## src/rtl/core/bsfb_pkg.sv

```systemverilog
`default_nettype none
package bsfb_pkg;

    // Fixed field widths
    localparam int BYTE_W = 8;
    localparam int LEN_W  = 16;
    localparam int FLEN_W = 18;
    localparam int CFG_IDX_W = 2;

    // Command queue depth between front and back
    localparam int Q_DEPTH = 2;
    localparam int Q_PTR_W = $clog2(Q_DEPTH);
    localparam int Q_CNT_W = $clog2(Q_DEPTH + 1);

    // Input opcodes
    localparam logic OP_START   = 1'b0;
    localparam logic OP_PAYLOAD = 1'b1;

    // Configuration register indexes
    localparam logic [CFG_IDX_W-1:0] CFG_DEVICE_ADDRESS = 2'd0;
    localparam logic [CFG_IDX_W-1:0] CFG_HEADER_MARKER  = 2'd1;
    localparam logic [CFG_IDX_W-1:0] CFG_ESCAPE_MARKER  = 2'd2;
    localparam logic [CFG_IDX_W-1:0] CFG_TAIL_MARKER    = 2'd3;

    // Configuration reset values
    localparam logic [BYTE_W-1:0] RST_DEVICE_ADDRESS = 8'd0;
    localparam logic [BYTE_W-1:0] RST_HEADER_MARKER  = 8'd170;
    localparam logic [BYTE_W-1:0] RST_ESCAPE_MARKER  = 8'd165;
    localparam logic [BYTE_W-1:0] RST_TAIL_MARKER    = 8'd85;

    typedef struct packed {
        logic [BYTE_W-1:0] device_address;
        logic [BYTE_W-1:0] header_marker;
        logic [BYTE_W-1:0] escape_marker;
        logic [BYTE_W-1:0] tail_marker;
    } cfg_t;

    // One classified command: a frame start or a payload byte
    typedef struct packed {
        logic              is_start;
        logic              close;     // frame ends after this command
        logic [BYTE_W-1:0] arg_byte;  // function code on start, data on payload
        logic [LEN_W-1:0]  len;       // payload length on start
    } cmd_t;

endpackage
`default_nettype wire

```

## src/rtl/core/bsfb_front.sv

```systemverilog
`default_nettype none
module bsfb_front
    import bsfb_pkg::*;
#(
    parameter int LENGTH_BITS = 16
)
(
    input  wire logic              clk,
    input  wire logic              rst_n,
    input  wire logic              in_valid,
    output logic                   in_stall,
    input  wire logic              opcode,
    input  wire logic [BYTE_W-1:0] function_code,
    input  wire logic [LEN_W-1:0]  payload_length,
    input  wire logic [BYTE_W-1:0] data_byte,
    input  wire logic              q_full,
    output logic                   q_push,
    output cmd_t                   q_cmd
);

    logic                   open_reg, open_next;
    logic [LENGTH_BITS-1:0] remain_reg, remain_next;
    logic [LENGTH_BITS-1:0] len_m;
    logic [LENGTH_BITS-1:0] rem_dec;
    logic                   accept;

    assign in_stall = q_full;
    assign accept   = in_valid && !q_full;
    assign len_m    = payload_length[LENGTH_BITS-1:0];
    assign rem_dec  = remain_reg - LENGTH_BITS'(1);

    // Classify the word and track how much payload the open frame still needs
    always_comb
    begin
        open_next   = open_reg;
        remain_next = remain_reg;
        q_push      = 1'b0;
        q_cmd       = '0;
        if (accept)
        begin
            if (opcode == OP_START)
            begin
                q_push         = 1'b1;
                q_cmd.is_start = 1'b1;
                q_cmd.close    = (len_m == '0);
                q_cmd.arg_byte = function_code;
                q_cmd.len      = LEN_W'(len_m);
                remain_next    = len_m;
                open_next      = (len_m != '0);
            end
            else if (open_reg)
            begin
                q_push         = 1'b1;
                q_cmd.is_start = 1'b0;
                q_cmd.close    = (rem_dec == '0);
                q_cmd.arg_byte = data_byte;
                remain_next    = rem_dec;
                open_next      = (rem_dec != '0);
            end
        end
    end

    always_ff @(posedge clk or negedge rst_n)
    begin
        if (!rst_n)
        begin
            open_reg   <= 1'b0;
            remain_reg <= '0;
        end
        else
        begin
            open_reg   <= open_next;
            remain_reg <= remain_next;
        end
    end

endmodule
`default_nettype wire

```

## src/rtl/core/bsfb_fifo.sv

```systemverilog
`default_nettype none
module bsfb_fifo
    import bsfb_pkg::*;
(
    input  wire logic clk,
    input  wire logic rst_n,
    input  wire logic push,
    input  cmd_t      push_cmd,
    input  wire logic pop,
    output cmd_t      head_cmd,
    output logic      full,
    output logic      empty
);

    cmd_t               slot_reg [Q_DEPTH];
    logic [Q_PTR_W-1:0] wr_ptr_reg, wr_ptr_next;
    logic [Q_PTR_W-1:0] rd_ptr_reg, rd_ptr_next;
    logic [Q_CNT_W-1:0] count_reg, count_next;

    assign full     = (count_reg == Q_CNT_W'(Q_DEPTH));
    assign empty    = (count_reg == '0);
    assign head_cmd = slot_reg[rd_ptr_reg];

    // Pointer and fill bookkeeping
    always_comb
    begin
        wr_ptr_next = wr_ptr_reg;
        rd_ptr_next = rd_ptr_reg;
        count_next  = count_reg;
        if (push)
        begin
            wr_ptr_next = (wr_ptr_reg == Q_PTR_W'(Q_DEPTH - 1)) ? '0
                        : wr_ptr_reg + Q_PTR_W'(1);
        end
        if (pop)
        begin
            rd_ptr_next = (rd_ptr_reg == Q_PTR_W'(Q_DEPTH - 1)) ? '0
                        : rd_ptr_reg + Q_PTR_W'(1);
        end
        if (push && !pop)
        begin
            count_next = count_reg + Q_CNT_W'(1);
        end
        else if (pop && !push)
        begin
            count_next = count_reg - Q_CNT_W'(1);
        end
    end

    always_ff @(posedge clk or negedge rst_n)
    begin
        if (!rst_n)
        begin
            wr_ptr_reg <= '0;
            rd_ptr_reg <= '0;
            count_reg  <= '0;
        end
        else
        begin
            wr_ptr_reg <= wr_ptr_next;
            rd_ptr_reg <= rd_ptr_next;
            count_reg  <= count_next;
        end
    end

    // Storage, no reset
    always_ff @(posedge clk)
    begin
        if (push)
        begin
            slot_reg[wr_ptr_reg] <= push_cmd;
        end
    end

    a_no_overflow: assert property (@(posedge clk) disable iff (!rst_n)
        push |-> (!full || pop))
        else $error("command pushed into full queue");

    a_no_underflow: assert property (@(posedge clk) disable iff (!rst_n)
        pop |-> !empty)
        else $error("command popped from empty queue");

endmodule
`default_nettype wire

```

## src/rtl/core/bsfb_back.sv

```systemverilog
`default_nettype none
module bsfb_back
    import bsfb_pkg::*;
(
    input  wire logic               clk,
    input  wire logic               rst_n,
    input  cfg_t                    cfg,
    input  cmd_t                    head_cmd,
    input  wire logic               q_empty,
    output logic                    q_pop,
    output logic                    out_valid,
    input  wire logic               out_stall,
    output logic [BYTE_W-1:0]       out_byte,
    output logic                    last_of_run,
    output logic                    end_of_frame,
    output logic [FLEN_W-1:0]       frame_length
);

    typedef enum logic [12:0] {
        ST_IDLE = 13'b0000000000001,
        ST_HM1  = 13'b0000000000010,
        ST_HM2  = 13'b0000000000100,
        ST_DEV  = 13'b0000000001000,
        ST_FC   = 13'b0000000010000,
        ST_SA0  = 13'b0000000100000,
        ST_SA1  = 13'b0000001000000,
        ST_LLO  = 13'b0000010000000,
        ST_LHI  = 13'b0000100000000,
        ST_DATA = 13'b0001000000000,
        ST_CSUM = 13'b0010000000000,
        ST_TL1  = 13'b0100000000000,
        ST_TL2  = 13'b1000000000000
    } state_t;

    state_t              state_reg, state_next;
    logic                esc_done_reg, esc_done_next;
    logic [BYTE_W-1:0]   sum_reg, sum_next;
    logic [FLEN_W-1:0]   count_reg, count_next;
    logic [BYTE_W-1:0]   arg_reg, arg_next;
    logic [LEN_W-1:0]    len_reg, len_next;
    logic                close_reg, close_next;

    logic                ovalid_reg, ovalid_next;
    logic [BYTE_W-1:0]   obyte_reg, obyte_next;
    logic                olast_reg, olast_next;
    logic                oeof_reg, oeof_next;
    logic [FLEN_W-1:0]   oflen_reg, oflen_next;

    logic                out_free;
    logic                emit;
    logic [BYTE_W-1:0]   cur_byte;
    logic                stuffed;
    logic                counted;
    logic                ends_item;
    logic                needs_esc;
    state_t              follow;

    assign out_free = !ovalid_reg || !out_stall;

    // Byte for the current step and its class
    always_comb
    begin
        cur_byte = '0;
        stuffed  = 1'b0;
        counted  = 1'b0;
        follow   = ST_IDLE;
        case (state_reg)
            ST_HM1:  begin cur_byte = cfg.header_marker; follow = ST_HM2; end
            ST_HM2:  begin cur_byte = cfg.header_marker; follow = ST_DEV; end
            ST_DEV:
            begin
                cur_byte = cfg.device_address;
                stuffed  = 1'b1;
                counted  = 1'b1;
                follow   = ST_FC;
            end
            ST_FC:
            begin
                cur_byte = arg_reg;
                stuffed  = 1'b1;
                counted  = 1'b1;
                follow   = ST_SA0;
            end
            ST_SA0:  begin stuffed = 1'b1; counted = 1'b1; follow = ST_SA1; end
            ST_SA1:  begin stuffed = 1'b1; counted = 1'b1; follow = ST_LLO; end
            ST_LLO:
            begin
                cur_byte = len_reg[7:0];
                stuffed  = 1'b1;
                counted  = 1'b1;
                follow   = ST_LHI;
            end
            ST_LHI:
            begin
                cur_byte = len_reg[15:8];
                stuffed  = 1'b1;
                counted  = 1'b1;
                follow   = ST_CSUM;
            end
            ST_DATA:
            begin
                cur_byte = arg_reg;
                stuffed  = 1'b1;
                counted  = 1'b1;
                follow   = ST_CSUM;
            end
            ST_CSUM: begin cur_byte = sum_reg; stuffed = 1'b1; follow = ST_TL1; end
            ST_TL1:  begin cur_byte = cfg.tail_marker; follow = ST_TL2; end
            ST_TL2:  begin cur_byte = cfg.tail_marker; follow = ST_IDLE; end
            default: begin cur_byte = '0; follow = ST_IDLE; end
        endcase
    end

    assign needs_esc = stuffed && !esc_done_reg
                    && (cur_byte == cfg.escape_marker
                        || cur_byte == cfg.header_marker
                        || cur_byte == cfg.tail_marker);

    assign ends_item = (state_reg == ST_TL2)
                    || (((state_reg == ST_LHI) || (state_reg == ST_DATA)) && !close_reg);

    // Sequencer: one output byte per free cycle, next command loaded on the last byte
    always_comb
    begin
        state_next    = state_reg;
        esc_done_next = esc_done_reg;
        sum_next      = sum_reg;
        count_next    = count_reg;
        arg_next      = arg_reg;
        len_next      = len_reg;
        close_next    = close_reg;
        q_pop         = 1'b0;
        emit          = 1'b0;
        obyte_next    = obyte_reg;
        olast_next    = olast_reg;
        oeof_next     = oeof_reg;
        oflen_next    = oflen_reg;

        if (state_reg == ST_IDLE)
        begin
            q_pop = !q_empty;
        end
        else if (out_free)
        begin
            emit       = 1'b1;
            olast_next = 1'b0;
            oeof_next  = 1'b0;
            oflen_next = '0;
            count_next = (state_reg == ST_HM1) ? FLEN_W'(1) : count_reg + FLEN_W'(1);
            if (needs_esc)
            begin
                obyte_next    = cfg.escape_marker;
                esc_done_next = 1'b1;
            end
            else
            begin
                obyte_next    = cur_byte;
                esc_done_next = 1'b0;
                if (state_reg == ST_HM1)
                begin
                    sum_next = '0;
                end
                else if (counted)
                begin
                    sum_next = sum_reg + cur_byte;
                end
                if (state_reg == ST_TL2)
                begin
                    oeof_next  = 1'b1;
                    oflen_next = count_next;
                end
                if (ends_item)
                begin
                    olast_next = 1'b1;
                    q_pop      = !q_empty;
                    state_next = ST_IDLE;
                end
                else
                begin
                    state_next = follow;
                end
            end
        end

        if (q_pop)
        begin
            state_next = head_cmd.is_start ? ST_HM1 : ST_DATA;
            arg_next   = head_cmd.arg_byte;
            len_next   = head_cmd.len;
            close_next = head_cmd.close;
        end
    end

    // Output register
    always_comb
    begin
        ovalid_next = ovalid_reg;
        if (emit)
        begin
            ovalid_next = 1'b1;
        end
        else if (!out_stall)
        begin
            ovalid_next = 1'b0;
        end
    end

    always_ff @(posedge clk or negedge rst_n)
    begin
        if (!rst_n)
        begin
            state_reg    <= ST_IDLE;
            esc_done_reg <= 1'b0;
            sum_reg      <= '0;
            count_reg    <= '0;
            close_reg    <= 1'b0;
            ovalid_reg   <= 1'b0;
        end
        else
        begin
            state_reg    <= state_next;
            esc_done_reg <= esc_done_next;
            sum_reg      <= sum_next;
            count_reg    <= count_next;
            close_reg    <= close_next;
            ovalid_reg   <= ovalid_next;
        end
    end

    // Payload registers, no reset
    always_ff @(posedge clk)
    begin
        arg_reg   <= arg_next;
        len_reg   <= len_next;
        obyte_reg <= obyte_next;
        olast_reg <= olast_next;
        oeof_reg  <= oeof_next;
        oflen_reg <= oflen_next;
    end

    assign out_valid    = ovalid_reg;
    assign out_byte     = obyte_reg;
    assign last_of_run  = olast_reg;
    assign end_of_frame = oeof_reg;
    assign frame_length = oflen_reg;

    a_eof_is_last: assert property (@(posedge clk) disable iff (!rst_n)
        (ovalid_reg && oeof_reg) |-> olast_reg)
        else $error("frame end without end of run");

    a_flen_only_at_eof: assert property (@(posedge clk) disable iff (!rst_n)
        (ovalid_reg && !oeof_reg) |-> (oflen_reg == '0))
        else $error("frame length outside frame end");

    a_escape_holds_step: assert property (@(posedge clk) disable iff (!rst_n)
        (emit && needs_esc) |=> (esc_done_reg && $stable(state_reg)))
        else $error("escape byte did not hold the step");

endmodule
`default_nettype wire

```

## src/rtl/core/byte_stuffed_frame_builder.sv

```systemverilog
// Byte-stuffed frame builder.
// Input channel (in_valid / in_stall): opcode 0 opens a frame with function_code and
// payload_length; opcode 1 carries one data_byte. Payload words with no open frame
// are taken and dropped. A start word drops any open frame without a tail.
// Output channel (out_valid / out_stall): one frame byte per word; last_of_run marks
// the last byte caused by an input word, end_of_frame and frame_length mark the
// second tail byte.
// Config port (cfg_we / cfg_index / cfg_data): device address, header, escape and
// tail markers; write only while the block is idle.
// The first output byte passes the queue, the sequencer state and the output register.
// The sequencer sends one byte per cycle while not stalled and with commands queued:
// a payload word yields one byte, two when escaped, a start word 8 to 14 bytes and a
// frame close 3 or 4 more. A two-entry command queue lets input run ahead of it.
// When the receiver stalls, the output register holds its byte, the sequencer waits
// and the queue fills; in_stall rises only when the queue is full.
// Reset clears the queue, closes any frame and loads the default markers.
`default_nettype none
module byte_stuffed_frame_builder
    import bsfb_pkg::*;
#(
    parameter int LENGTH_BITS = 16
)
(
    input  wire logic                 clk,
    input  wire logic                 rst_n,
    input  wire logic                 cfg_we,
    input  wire logic [CFG_IDX_W-1:0] cfg_index,
    input  wire logic [BYTE_W-1:0]    cfg_data,
    input  wire logic                 in_valid,
    output logic                      in_stall,
    input  wire logic                 opcode,
    input  wire logic [BYTE_W-1:0]    function_code,
    input  wire logic [LEN_W-1:0]     payload_length,
    input  wire logic [BYTE_W-1:0]    data_byte,
    output logic                      out_valid,
    input  wire logic                 out_stall,
    output logic [BYTE_W-1:0]         out_byte,
    output logic                      last_of_run,
    output logic                      end_of_frame,
    output logic [FLEN_W-1:0]         frame_length
);

    cfg_t cfg_reg, cfg_next;
    cmd_t push_cmd, head_cmd;
    logic q_push, q_pop, q_full, q_empty;

    // Configuration registers
    always_comb
    begin
        cfg_next = cfg_reg;
        if (cfg_we)
        begin
            case (cfg_index)
                CFG_DEVICE_ADDRESS: cfg_next.device_address = cfg_data;
                CFG_HEADER_MARKER:  cfg_next.header_marker  = cfg_data;
                CFG_ESCAPE_MARKER:  cfg_next.escape_marker  = cfg_data;
                CFG_TAIL_MARKER:    cfg_next.tail_marker    = cfg_data;
                default:            cfg_next = cfg_reg;
            endcase
        end
    end

    always_ff @(posedge clk or negedge rst_n)
    begin
        if (!rst_n)
        begin
            cfg_reg.device_address <= RST_DEVICE_ADDRESS;
            cfg_reg.header_marker  <= RST_HEADER_MARKER;
            cfg_reg.escape_marker  <= RST_ESCAPE_MARKER;
            cfg_reg.tail_marker    <= RST_TAIL_MARKER;
        end
        else
        begin
            cfg_reg <= cfg_next;
        end
    end

    bsfb_front #(
        .LENGTH_BITS (LENGTH_BITS)
    ) u_front (
        .clk            (clk),
        .rst_n          (rst_n),
        .in_valid       (in_valid),
        .in_stall       (in_stall),
        .opcode         (opcode),
        .function_code  (function_code),
        .payload_length (payload_length),
        .data_byte      (data_byte),
        .q_full         (q_full),
        .q_push         (q_push),
        .q_cmd          (push_cmd)
    );

    bsfb_fifo u_fifo (
        .clk      (clk),
        .rst_n    (rst_n),
        .push     (q_push),
        .push_cmd (push_cmd),
        .pop      (q_pop),
        .head_cmd (head_cmd),
        .full     (q_full),
        .empty    (q_empty)
    );

    bsfb_back u_back (
        .clk          (clk),
        .rst_n        (rst_n),
        .cfg          (cfg_reg),
        .head_cmd     (head_cmd),
        .q_empty      (q_empty),
        .q_pop        (q_pop),
        .out_valid    (out_valid),
        .out_stall    (out_stall),
        .out_byte     (out_byte),
        .last_of_run  (last_of_run),
        .end_of_frame (end_of_frame),
        .frame_length (frame_length)
    );

endmodule
`default_nettype wire
```

## config.mk

```make
export PLATFORM = sky130hd
export DESIGN_NAME = byte_stuffed_frame_builder
export DESIGN_NICKNAME = d
export VERILOG_FILES = /design/src/rtl/core/bsfb_pkg.sv /design/src/rtl/core/bsfb_front.sv /design/src/rtl/core/bsfb_fifo.sv /design/src/rtl/core/bsfb_back.sv /design/src/rtl/core/byte_stuffed_frame_builder.sv
export SDC_FILE = /design/constraint.sdc
export NUM_CORES = 1
export LEC_CHECK = 0
export BUFFER_PORTS_ARGS = -buffer_cell sky130_fd_sc_hd__clkbuf_2
export CORE_MARGIN = 5
export CORE_UTILIZATION = 25
export DETAILED_ROUTE_END_ITERATION = 8
export HOLD_SLACK_MARGIN = 0.15
export PLACE_DENSITY = 0.48
export SLEW_MARGIN = 25
export SYNTH_ARGS = -nofsm -noshare
export SYNTH_HDL_FRONTEND = slang
export SYNTH_SLANG_ARGS = --single-unit
```

## constraint.sdc

```tcl
create_clock -name clk -period 4.3 [get_ports clk]
set_input_delay 0.43 -clock clk [delete_from_list [all_inputs] [get_ports clk]]
set_output_delay 0.43 -clock clk [all_outputs]
set_load 0.01 [all_outputs]
```

Word level (Yosys, flattened, before mapping)
Memories as Yosys holds them, arrays and structs flattened.
Index checks and enable logic that the tools add are counted.
{ "word_totals": {"latch_bits": 0, "output_inout_bits": 30, "regBits": 147, "ramBits": 52, "memories": 1, "elab_cells": 141, "input_bits": 48, "mem_bits_ro": 0} }
{ "op_classes": {"n_addsub": 7, "reduce_logical": 43, "muxes": 42, "n_shift": 0, "bitwise": 3, "n_lt_le_gt_ge": 0, "multipliers": 0, "eq_ne": 24, "div_mod_pow": 0} }
{ "memory_table": {"columns": ["memory", "words", "word_bits", "rd", "rd_clocked_by_memory_dff", "write_ports", "line", "source"], "rows": [
  ["u_fifo.slot_reg", 2, 26, 1, 0, 1, "bsfb_fifo.sv:15", "cmd_t slot_reg [Q_DEPTH];"]
]} }
{ "op_table": {"columns": ["op", "count"], "rows": [
  ["one-hot mux 13 bit (10 select lines)", 1],
  ["2-to-1 mux 13 bit", 5],
  ["one-hot mux 8 bit (7 select lines)", 1],
  ["2-to-1 mux 16 bit", 3],
  ["zero test 16 bit", 2],
  ["nonzero test 16 bit", 2],
  ["2-to-1 mux 26 bit", 1],
  ["== test 8 bit", 3],
  ["2-to-1 mux 8 bit", 3],
  ["2-to-1 mux 1 bit", 22],
  ["2-to-1 mux 10 bit", 2],
  ["adder 18 x 1 -> 18 bit (second input constant)", 1],
  ["2-to-1 mux 18 bit", 1],
  ["subtractor 16 x 1 -> 16 bit (second input constant)", 1],
  ["== test 13 x 1 -> 1 bit (second input constant)", 1],
  ["== test 13 x 10 -> 1 bit (second input constant)", 1],
  ["== test 13 x 11 -> 1 bit (second input constant)", 1],
  ["== test 13 x 12 -> 1 bit (second input constant)", 1],
  ["== test 13 bit (second input constant)", 1],
  ["== test 13 x 2 -> 1 bit (second input constant)", 1],
  ["== test 13 x 3 -> 1 bit (second input constant)", 1],
  ["== test 13 x 4 -> 1 bit (second input constant)", 1],
  ["== test 13 x 5 -> 1 bit (second input constant)", 1],
  ["== test 13 x 6 -> 1 bit (second input constant)", 1],
  ["other kinds (25)", 61]
]} }

Depth between registers and ports, before layout
Gate-level depths: netlist of the first run.
{ "depth": {"depth_word": 13, "depth_mapped": 20} }

Modules after synthesis
Synthesis of the first run repeated with hierarchy kept, for this count alone.
{ "hier_totals": {"hier_cells": 842, "hier_area_um2": 10292.4} }
{ "by_module_without_submodules": {"columns": ["mod", "cells_per_inst", "seq_area_each_um2", "n_inst", "area_per_inst_um2"], "rows": [
  ["bsfb_back", 508, 2613.8, 1, 5524.0],
  ["bsfb_fifo", 97, 1661.6, 1, 2163.3],
  ["bsfb_front", 169, 425.4, 1, 1377.6],
  ["byte_stuffed_frame_builder", 68, 815.8, 1, 1227.4]
]} }

Worst setup path after synthesis of the first run
OpenSTA, ideal clock, no wires.
{ "synth_path": {"path_type": "flip-flop to flip-flop", "from": "register u_back.state_reg[1]", "to": "register u_fifo.count_reg[1]", "path_buffers": 2, "stages_incl_launch_ff": 18, "setup_time_ns": 0.079, "arrival_ns": 4.203, "required_ns": 4.221, "slack_ns": 0.018, "path_cell_list": "dfrtp_1 -> clkbuf_1 -> xor2_1 -> and3_1 -> clkbuf_1 -> and2_1 -> a221o_1 -> a211o_1 -> xor2_1 -> nor4_4 -> o31ai_4 -> a21oi_4 -> nor2_2 -> inv_1 -> ha_1 -> xor2_1 -> nor2_1 -> xor2_1"} }
{ "synth_between": {"elab_chain_cells": 13, "elab_cells_between_ends": 38} }
{ "synth_rtl": {"columns": ["item", "line", "source"], "rows": [
  ["from (decl)", "bsfb_back.sv:35", "state_t state_reg, state_next;"],
  ["from (signal assigned)", "bsfb_back.sv:221", "state_reg <= state_next;"],
  ["== test 13 x 12 -> 1 bit, or another cell as far along", "bsfb_back.sv:67", "case (state_reg)"],
  ["OR reduction 2 bit (no line)", null, null],
  ["one-hot mux 8 bit (7 select lines)", "bsfb_back.sv:67", null],
  ["== test 8 bit, on equally long branches", "bsfb_back.sv:115, bsfb_back.sv:116", null],
  ["logical OR 1 bit", "bsfb_back.sv:116", "|| cur_byte == cfg.header_marker"],
  ["logical OR 1 bit", "bsfb_back.sv:117", "|| cur_byte == cfg.tail_marker);"],
  ["logical AND 1 bit", "bsfb_back.sv:115", "&& (cur_byte == cfg.escape_marker"],
  ["2-to-1 mux 1 bit", "bsfb_back.sv:150", "if (needs_esc)"],
  ["2-to-1 mux 1 bit", "bsfb_back.sv:143", "else if (out_free)"],
  ["2-to-1 mux 1 bit *", "bsfb_back.sv:139", "if (state_reg == ST_IDLE)"],
  ["via q_pop", "byte_stuffed_frame_builder.sv:45", "logic q_push, q_pop, q_full, q_empty;"],
  ["zero test 1 bit", "bsfb_fifo.sv:40", "if (push && !pop)"],
  ["logical AND 1 bit", "bsfb_fifo.sv:40", null],
  ["2-to-1 mux 2 bit or nonzero test 2 bit (tied branches)", null, null],
  ["to (signal assigned)", "bsfb_fifo.sv:62", "count_reg <= count_next;"],
  ["to (decl)", "bsfb_fifo.sv:18", "logic [Q_CNT_W-1:0] count_reg, count_next;"]
]} }
Mark *: on every way through the listed nets, which the timed path passes. The rest lies on a longest branch.
A chain may end at the register's enable or synchronous reset.

Final worst setup path of the first run
{ "layout_path": {"from": "register u_back.state_reg[6]", "to": "register u_back.sum_reg[7]"} }
{ "layout_between": {"elab_chain_cells": 9, "elab_cells_between_ends": 35} }
{ "layout_rtl": {"columns": ["item", "line", "source"], "rows": [
  ["parallel branches: the longest is 9 deep, another holds adder 8 bit", null, null],
  ["to (signal assigned)", "bsfb_back.sv:223", "sum_reg <= sum_next;"],
  ["to (decl)", "bsfb_back.sv:37", "logic [BYTE_W-1:0] sum_reg, sum_next;"]
]} }
Several ways; the timed one is not identified. The select of a mux whose other input is x is not followed.

==> impl_metrics.tcl, run 1 <==
set metrics [dict create \
    netlist_instances 891 \
    numCtsBuffers 17 \
    ant_nets 0 \
    place_area_um2 11300 \
    portBuffers 77 \
    power_density_nw_per_um2 640 \
    start_util_pct 25.4 \
    routedWlPerCell_um 17.4 \
    worst_skew_pair.late_latency_ns 0.45 \
    clk_pin_slew_ns 0.08 \
    drc 0 \
    post-place-ws_ns 0.0644 \
    dr_total_vias 7220 \
    power.total_mw 7.61 \
    wl_um 26300 \
    hold_class "input port to flip-flop" \
    gr-total-overflow 0 \
    synth.yosys.warnings 0 \
    fill_cells 4076 \
    critPathCaptureType "flip-flop" \
    ys_seq_area_share_pct 54.4 \
    syn2layout_area_growth_pct 17.2 \
    die-area_um2 44700 \
    dp.final_hpwl_um 19200 \
    antenna_found_initial 0 \
    setup_viol_count_final 0 \
    crit_type "flip-flop to flip-flop" \
    die_w_um 211 \
    worstSetupStartpointType "flip-flop" \
    fin_area_um2 11900 \
    first_iter_violations 409 \
    synth_top_area_share_pct 30.8 \
    synth_ff_type "edfxtp_1" \
    pin_count 78 \
    final_hold_viol_count 0 \
    root_buffer "clkbuf_16" \
    layout-drive-gt1-share_pct 24.4 \
    dr.pass1.iters 5 \
    arrival_ns 4.33 \
    outcome "completed" \
    fin_crit_sh_pct 93.2 \
    slew_violations 0 \
    synth_top_area_cell "edfxtp_1" \
    cp_max_fo 8 \
    multi_input_area_um2 4350 \
    tightest_slew_ns 0.984 \
    worst_ep_required_time_ns 4.63 \
    fin_ws_ns 0.294 \
    largest_reg_flops 52 \
    synth.avg_cell_area_um2 11.4 \
    relSlewSlack_pct 34.1 \
    yosys-top-cells-area "edfxtp_1 31%, dfrtp_1 20%, mux2_2 6.6%" \
    mostFrequentLayoutCell "edfxtp_1" \
    rsz0062_at_grt "no" \
    grt_max_degree 72 \
    synthArstFlopShare_pct 47.7 \
    ys_types 75 \
    syn_nets 951 \
    hp-start "out_stall" \
    track_usage_pct 12.0 \
    peakVddDrop_v 0.000313 \
    grt_pass1_wl_um 41700 \
    finalCriticalPeriod_ns 4.01 \
    p_leak_nw 4.69 \
    die_y_um 211 \
    htree_levels 4 \
    synth-edff-count 104 \
    nNetsFinal 1037 \
    cap_violations 0 \
    synth-seq-cells 199 \
    reg2reg_from "u_back.state_reg[6]" \
    coreArea_um2 39900 \
    startpoint "u_back.state_reg[6]" \
    clockBufferDepth 2 \
    grt_pass1_vias 7215 \
    core.rowCount 73 \
    cts_tree "done" \
    final_cell_mix "104 x edfxtp_1, 82 x dfrtp_1, 76 x clkbuf_2" \
    synth_area_um2 10100 \
    diodes 0 \
    finClkSkew_ns 0.0127 \
    place_congestion 0.819 \
    vias_per_cell 4.77 \
    ff_latch_area_um2 5520 \
    cts.sinks 199 \
    tns_ns 0 \
    max_freq_ghz 0.250 \
]
synth_stat cells, types with 6 or more instances:
master,number
a211oi_1,7
a21o_1,8
a21oi_1,28
a22o_1,9
a22oi_1,9
a31oi_1,13
and3_1,43
buf_2,9
clkbuf_1,34
dfrtp_1,82
dfstp_2,13
edfxtp_1,104
ha_1,11
inv_1,17
mux2_2,59
mux2i_1,7
nand2_1,63
nand3_1,26
nand3b_1,21
nand4_1,23
nor2_1,59
nor3_1,15
nor4_1,10
nor4b_1,7
o21ai_0,56
o21ai_1,6
o22ai_1,6
o31ai_1,8
xnor2_1,32
xor2_1,17
per-stage QoR:
step	util (%)	hold WS [ns]	instances
after CTS	29.7	0.172	1513
after floorplan	-	0.134	891
after global placement	28.3	0.488	1481
final	29.8	0.261	1515
after global routing	29.8	0.253	1515
after detailed placement	28.3	0.490	1481
worst paths after layout:
kind | to | slack (ns) | cells after the start
worst max-delay path | u_back.sum_reg[7] | 0.29 | 16
min in group asynchronous | u_front.remain_reg[1] | 0.59 | 2
max in group asynchronous | u_back.state_reg[0] | 2.82 | 3
worst max register to register | u_back.sum_reg[7] | 0.29 | 16
worst min-delay path | u_back.out_valid | 0.26 | 3
worst min register to register | u_fifo.wr_ptr_reg | 0.51 | 1
worst max-delay path, cell delays in order (launching register included):
cell and delay [ns]:
dfrtp_1 0.38, or4_1 0.77, nor4_4 0.49, buf_4 0.21, a21oi_1 0.06, nand3_1 0.19, ha_1 0.27, a21o_1 0.16
a21o_1 0.19, a21o_1 0.18, a21oi_1 0.22, o21ai_0 0.17, xnor2_1 0.16, nor2_1 0.13, nor2_1 0.05, o21ai_0 0.15
o21ai_0 0.09
layer usage:
layer  track usage [%]  vias to the layer above  part of all wire (%)
met1              16.6                     3519                    48
met4              2.89                        0                  0.95
li1                  -                     3526                     -
met2              19.3                      157                    47
met3              2.49                       18                   4.3
met5                 0                        -                     0
cells by family after synthesis:
group / after synthesis / share of synthesized area, %
adder cells (fa/ha/maj): 12 / 1.55
AND/OR/NAND/NOR: 314 / 17.6
flip-flops: 199 / 54.4
buffers and inverters: 68 / 2.81
XOR/XNOR: 49 / 4.23
AO/OA/AOI/OAI: 177 / 11.4
multiplexers: 72 / 7.95
power by group:
| part | total [mW] | leakage, nW | switching, mW | internal (mW) |
|---|---|---|---|---|
| clock | 1.58 | 0.285 | 0.773 | 0.812 |
| combinational | 2.80 | 2.23 | 1.67 | 1.14 |
| sequential | 3.22 | 2.17 | 0.449 | 2.77 |
| total | 7.61 | 4.69 | 2.89 | 4.72 |
area by class of cell:
type | count | area share (%)
Sequential cell | 199 | 46.4
Timing Repair Buffer | 117 | 6.05
Tap cell | 525 | 5.52
Multi-Input combinational cell | 624 | 36.6
Inverter | 18 | 0.568
Clock inverter | 12 | 0.915
Clock buffer | 20 | 3.94
timing repair:
item / 4_1_cts / 5_1_grt
hold buffers: 0 / 1
endpoints found under the setup margin: 0 / 13
gates resized for setup: 0 / 2
buffers inserted: 0 / 1
hold endpoints to repair: 0 / 58
Note: power is estimated with default switching activity, not from simulation.
==> run 2, diff against run 1 <==
--- a/config.mk
+++ b/config.mk
@@ -11,6 +11,7 @@
 export DETAILED_ROUTE_END_ITERATION = 8
 export HOLD_SLACK_MARGIN = 0.15
 export PLACE_DENSITY = 0.48
+export SETUP_SLACK_MARGIN = 0.4
 export SLEW_MARGIN = 25
 export SYNTH_ARGS = -nofsm -noshare
 export SYNTH_HDL_FRONTEND = slang
==> impl_metrics.tcl, run 2 (synthesized netlist as in run 1, its figures left out) <==
set metrics [dict create \
    outcome "completed" \
    worst_skew_pair.late_latency_ns 0.45 \
    place_congestion 0.850 \
    fin_ws_ns 0.538 \
    fill_cells 4102 \
    worstReg2RegEnd "u_back.close_reg" \
    die_w_um 211 \
    routedWlPerCell_um 17.4 \
    rsz0062_at_grt "yes" \
    p_leak_nw 4.79 \
    start_util_pct 25.4 \
    die_y_um 211 \
    hold_end "u_back.out_valid" \
    tns_ns 0 \
    crit_type "flip-flop to flip-flop" \
    grt_pass1_wl_um 41500 \
    gr-total-overflow 0 \
    clockBufferDepth 2 \
    max_freq_ghz 0.266 \
    portBuffers 77 \
    reg2reg_from "u_back.state_reg[0]" \
    mostFrequentLayoutCell "edfxtp_1" \
    die-area_um2 44700 \
    track_usage_pct 11.8 \
    hold_depth 3 \
    pin_count 78 \
    finalCriticalPeriod_ns 3.76 \
    slowest_stage "or4_4" \
    relSlewSlack_pct 33.5 \
    power_density_nw_per_um2 637 \
    syn2layout_area_growth_pct 19.4 \
    wl_um 26600 \
    root_buffer "clkbuf_16" \
    tightest_slew_ns 0.994 \
    arrival_ns 4.10 \
    critPathCaptureType "flip-flop" \
    post-place-ws_ns 0.251 \
    layout-drive-gt1-share_pct 27.8 \
    dp.final_hpwl_um 19500 \
    final_hold_viol_count 0 \
    first_iter_violations 386 \
    worst_ep_required_time_ns 4.64 \
    slowest_delay_ns 0.60 \
    finClkSkew_ns 0.0185 \
    slew_violations 0 \
    setup_viol_count_final 0 \
    path_cells "or4_4 -> nor3_4 -> buf_8 -> and3_1 -> a32o_2 -> a211o_1 -> xor2_1 -> nor4_4 -> o31ai_4 -> a21oi_4 -> nor2_4 -> buf_4 -> mux2_4" \
    diodes 0 \
    cts_tree "done" \
    vias_per_cell 4.76 \
    fin_crit_sh_pct 87.5 \
    core.rowCount 73 \
    dr_total_vias 7289 \
    grt_max_degree 65 \
    numCtsBuffers 17 \
    r2r_cells 13 \
    hp-start "out_stall" \
    peakVddDrop_v 0.000334 \
    hold_class "input port to flip-flop" \
    nNetsFinal 1052 \
    cts.sinks 199 \
    htree_levels 4 \
    ant_nets 0 \
    final_cell_mix "104 x edfxtp_1, 80 x dfrtp_1, 76 x clkbuf_2" \
    grt_pass1_vias 7195 \
    cp_max_fo 28 \
    coreArea_um2 39900 \
    worstSetupStartpointType "flip-flop" \
    largest_reg_flops 52 \
    clk_pin_slew_ns 0.08 \
    cap_violations 0 \
    antenna_found_initial 0 \
    dr.pass1.iters 6 \
    r2r_setup_slack_ns 0.54 \
    drc 0 \
]
run 2: stage by stage:
step / cells / hold WS [ns] / power, mW / util [%] / area (um2)
after detailed placement: 1487 / 0.491 / 6.10 / 28.5 / 11400
after CTS: 1524 / 0.197 / 7.70 / 30.0 / 12000
after global placement: 1487 / 0.479 / 6.10 / 28.5 / 11400
after floorplan: 891 / 0.134 / 5.09 / - / 10200
final: 1530 / 0.227 / 7.71 / 30.3 / 12100
after global routing: 1530 / 0.234 / 8.20 / 30.3 / 12100
run 2: timing repair:
item                                    CTS  global route
pin swaps                                 2             7
gates resized for setup                   4            17
hold buffers                              1             0
endpoints found under the setup margin   44            18
endpoints found under the hold margin    16             0
cloned                                    0             1
setup buffers                             4             4
run 2: critical path: cells and delay by family, from the launching register on:
family	cells	cell delay, ns
AOI/OAI and AO/OA	4	0.85
xor gates and xnor gates	1	0.26
buffers and inverters	2	0.52
muxes	1	0.33
and+or+nand+nor	5	1.23
DFF	1	0.44
run 2: final cells by class:
type,instances,area (um2),share of cell area (%)
sequential,199,5520,45.6
timing repair buffer,132,843,6.97
multi-input combinational,624,4450,36.8
clock inverter,13,111,0.920
clock buffer,19,453,3.74
inverter,18,68.8,0.568
tap,525,657,5.43
run 2: worst max-delay path by stage:
stage,cells past startpoint,start,to
after floorplan,17,u_back.state_reg[0],u_fifo.count_reg[1]
after global placement,15,u_back.state_reg[6],u_fifo.count_reg[1]
after detailed placement,12,u_back.state_reg[6],u_back.sum_reg[2]
after CTS,17,u_back.state_reg[6],u_fifo.count_reg[1]
after global routing,18,u_back.state_reg[6],u_fifo.count_reg[1]
final,13,u_back.state_reg[0],u_back.close_reg
run 2: per-layer routing:
metal / track usage [%] / wire length (um) / share of wire, % / up-vias
met5: 0 / 0 / 0 / -
met4: 3.35 / 441 / 1.7 / 0
met3: 2.64 / 986 / 3.7 / 25
met2: 18.9 / 12600 / 47 / 152
met1: 16.3 / 12600 / 47 / 3562
li1: - / - / - / 3550
run 2: report_power, final:
part / switching (mW) / internal, mW / total, mW
Sequential: 0.415 / 2.77 / 3.18
Combinational: 1.74 / 1.23 / 2.97
Clock: 0.770 / 0.788 / 1.56
==> run 3, diff against run 2 <==
--- a/config.mk
+++ b/config.mk
@@ -10,6 +10,7 @@
 export CORE_UTILIZATION = 25
 export DETAILED_ROUTE_END_ITERATION = 8
 export HOLD_SLACK_MARGIN = 0.15
+export MAX_ROUTING_LAYER = met4
 export PLACE_DENSITY = 0.48
 export SETUP_SLACK_MARGIN = 0.4
 export SLEW_MARGIN = 25
==> impl_metrics.tcl, run 3 (synthesized netlist as in run 1, its figures left out) <==
set metrics [dict create \
    power_switching_mw 3.01 \
    post-place-ws_ns 0.191 \
    fin_ws_ns 0.578 \
    cts.sinks 199 \
    fill_cells 4111 \
    path_cells "buf_4 -> or3_4 -> nor4_4 -> buf_2 -> buf_4 -> a32o_2 -> buf_4 -> a211o_4 -> xor2_1 -> nor4_4 -> o31ai_4 -> a21oi_4 -> nor2_4 -> inv_1 -> ha_2 -> xor2_1 -> nor2_1 -> xor2_1" \
    seqPwrFrac_pct 39.8 \
    place_congestion 0.877 \
    antenna_found_initial 0 \
    mostFrequentLayoutCell "edfxtp_1" \
    syn2layout_area_growth_pct 21.6 \
    ff_latch_area_um2 5520 \
    dr_total_vias 7429 \
    routedWlPerCell_um 17.7 \
    cts_tree "done" \
    die-area_um2 44700 \
    root_buffer "clkbuf_16" \
    p_int_mw 5.04 \
    dp_cells 1488 \
    diodes 0 \
    arrival_ns 4.10 \
    dr.pass1.iters 6 \
    portBuffers 77 \
    outcome "completed" \
    first_iter_violations 492 \
    final_cells 1542 \
    nNetsFinal 1064 \
    worst_skew_pair.late_latency_ns 0.46 \
    vias_per_cell 4.82 \
    clk_pin_slew_ns 0.08 \
    slew_violations 0 \
    start_util_pct 25.4 \
    gr-total-overflow 0 \
    finalCriticalPeriod_ns 3.72 \
    cp_max_fo 8 \
    comb_power_share_pct 38.6 \
    crit_family "simple AND/OR/NAND/NOR gates" \
    worst_ep_required_time_ns 4.67 \
    crit_buf_inv 5 \
    critPathCaptureType "flip-flop" \
    fin_crit_sh_pct 86.6 \
    core.rowCount 73 \
    dp.final_hpwl_um 19800 \
    wl_met1_um 12900 \
    clockBufferDepth 2 \
    htree_levels 4 \
    power_density_nw_per_um2 653 \
    tns_ns 0 \
    utilization_pct 30.9 \
    sw_frac_of_total_pct 37.4 \
    coreArea_um2 39900 \
    peakVddDrop_v 0.000365 \
    worstSetupStartpointType "flip-flop" \
    ant_nets 0 \
    track_usage_pct 12.4 \
    crit_type "flip-flop to flip-flop" \
    die_w_um 211 \
    final_cell_mix "104 x edfxtp_1, 81 x dfrtp_1, 76 x clkbuf_2" \
    fin_area_um2 12300 \
    layout-drive-gt1-share_pct 29.6 \
    drc 0 \
    holdWs_ns 0.244 \
    finClkSkew_ns 0.0177 \
    top_layer "met4" \
    hold_class "input port to flip-flop" \
    final_hold_viol_count 0 \
    cap_violations 0 \
    slowest_stage "or3_4" \
    die_y_um 211 \
    power.total_mw 8.06 \
    rsz0062_at_grt "no" \
    p_clk_share_pct 21.6 \
    route.met2.wl_um 12800 \
    place_area_um2 11400 \
    grt_pass1_wl_um 42200 \
    setup_viol_count_final 0 \
    max_freq_ghz 0.269 \
    tightest_slew_ns 0.931 \
    numCtsBuffers 17 \
    p_leak_nw 4.90 \
    relSlewSlack_pct 37.7 \
    grt_max_degree 65 \
    largest_reg_flops 52 \
    multi_input_area_um2 4510 \
    met3_length_um 1180 \
    slowest_delay_ns 0.40 \
    grt_pass1_vias 7269 \
    pin_count 78 \
    wl_um 27200 \
]
run 3: power groups by stage:
| stage | registers (mW) | clock network (mW) | logic, mW |
|---|---|---|---|
| global route | 3.28 | 1.88 | 3.40 |
| floorplan | 3.12 | 0 | 1.97 |
| global placement | 3.24 | 0 | 2.89 |
| finish | 3.21 | 1.74 | 3.11 |
| detailed placement | 3.25 | 0 | 2.88 |
| CTS | 3.21 | 1.80 | 2.90 |
run 3: tightest hold or removal path, stage by stage:
cell	delay, ns
clkbuf_2	0.10
nand2_1	0.06
nand2_1	0.07
run 3: final timing paths:
kind	startpoint	endpoint	slack (ns)	cells past startpoint
min in group asynchronous	rst_n	u_fifo.rd_ptr_reg	0.49	2
max in group asynchronous	rst_n	u_back.state_reg[0]	2.70	4
max	u_back.state_reg[7]	u_fifo.count_reg[1]	0.58	18
max reg2reg	u_back.state_reg[7]	u_fifo.count_reg[1]	0.58	18
min reg2reg	u_fifo.wr_ptr_reg	u_fifo.wr_ptr_reg	0.51	1
min	out_stall	u_back.out_valid	0.24	3
run 3: final cells by class:
class	count	area share [%]
clock inverters	15	1.73
repair buffers	144	7.58
flip-flops and latches	199	44.7
inverters	18	0.558
clock buffers	17	3.45
well taps	525	5.33
multi-input cells	624	36.6
run 3: per-layer routing:
metal	up-vias	GRT usage (%)
li1	3567	-
met1	3671	16.9
met2	174	19.1
met3	17	2.50
met4	0	3.09
met5	-	-
run 3: what timing repair did:
item / CTS / global route
endpoints found under the setup margin: 47 / 41
gates cloned: 0 / 1
resized for setup: 3 / 36
pin swaps: 2 / 17
hold buffers: 1 / 0
buffers inserted: 4 / 15
endpoints found under the hold margin: 41 / 0
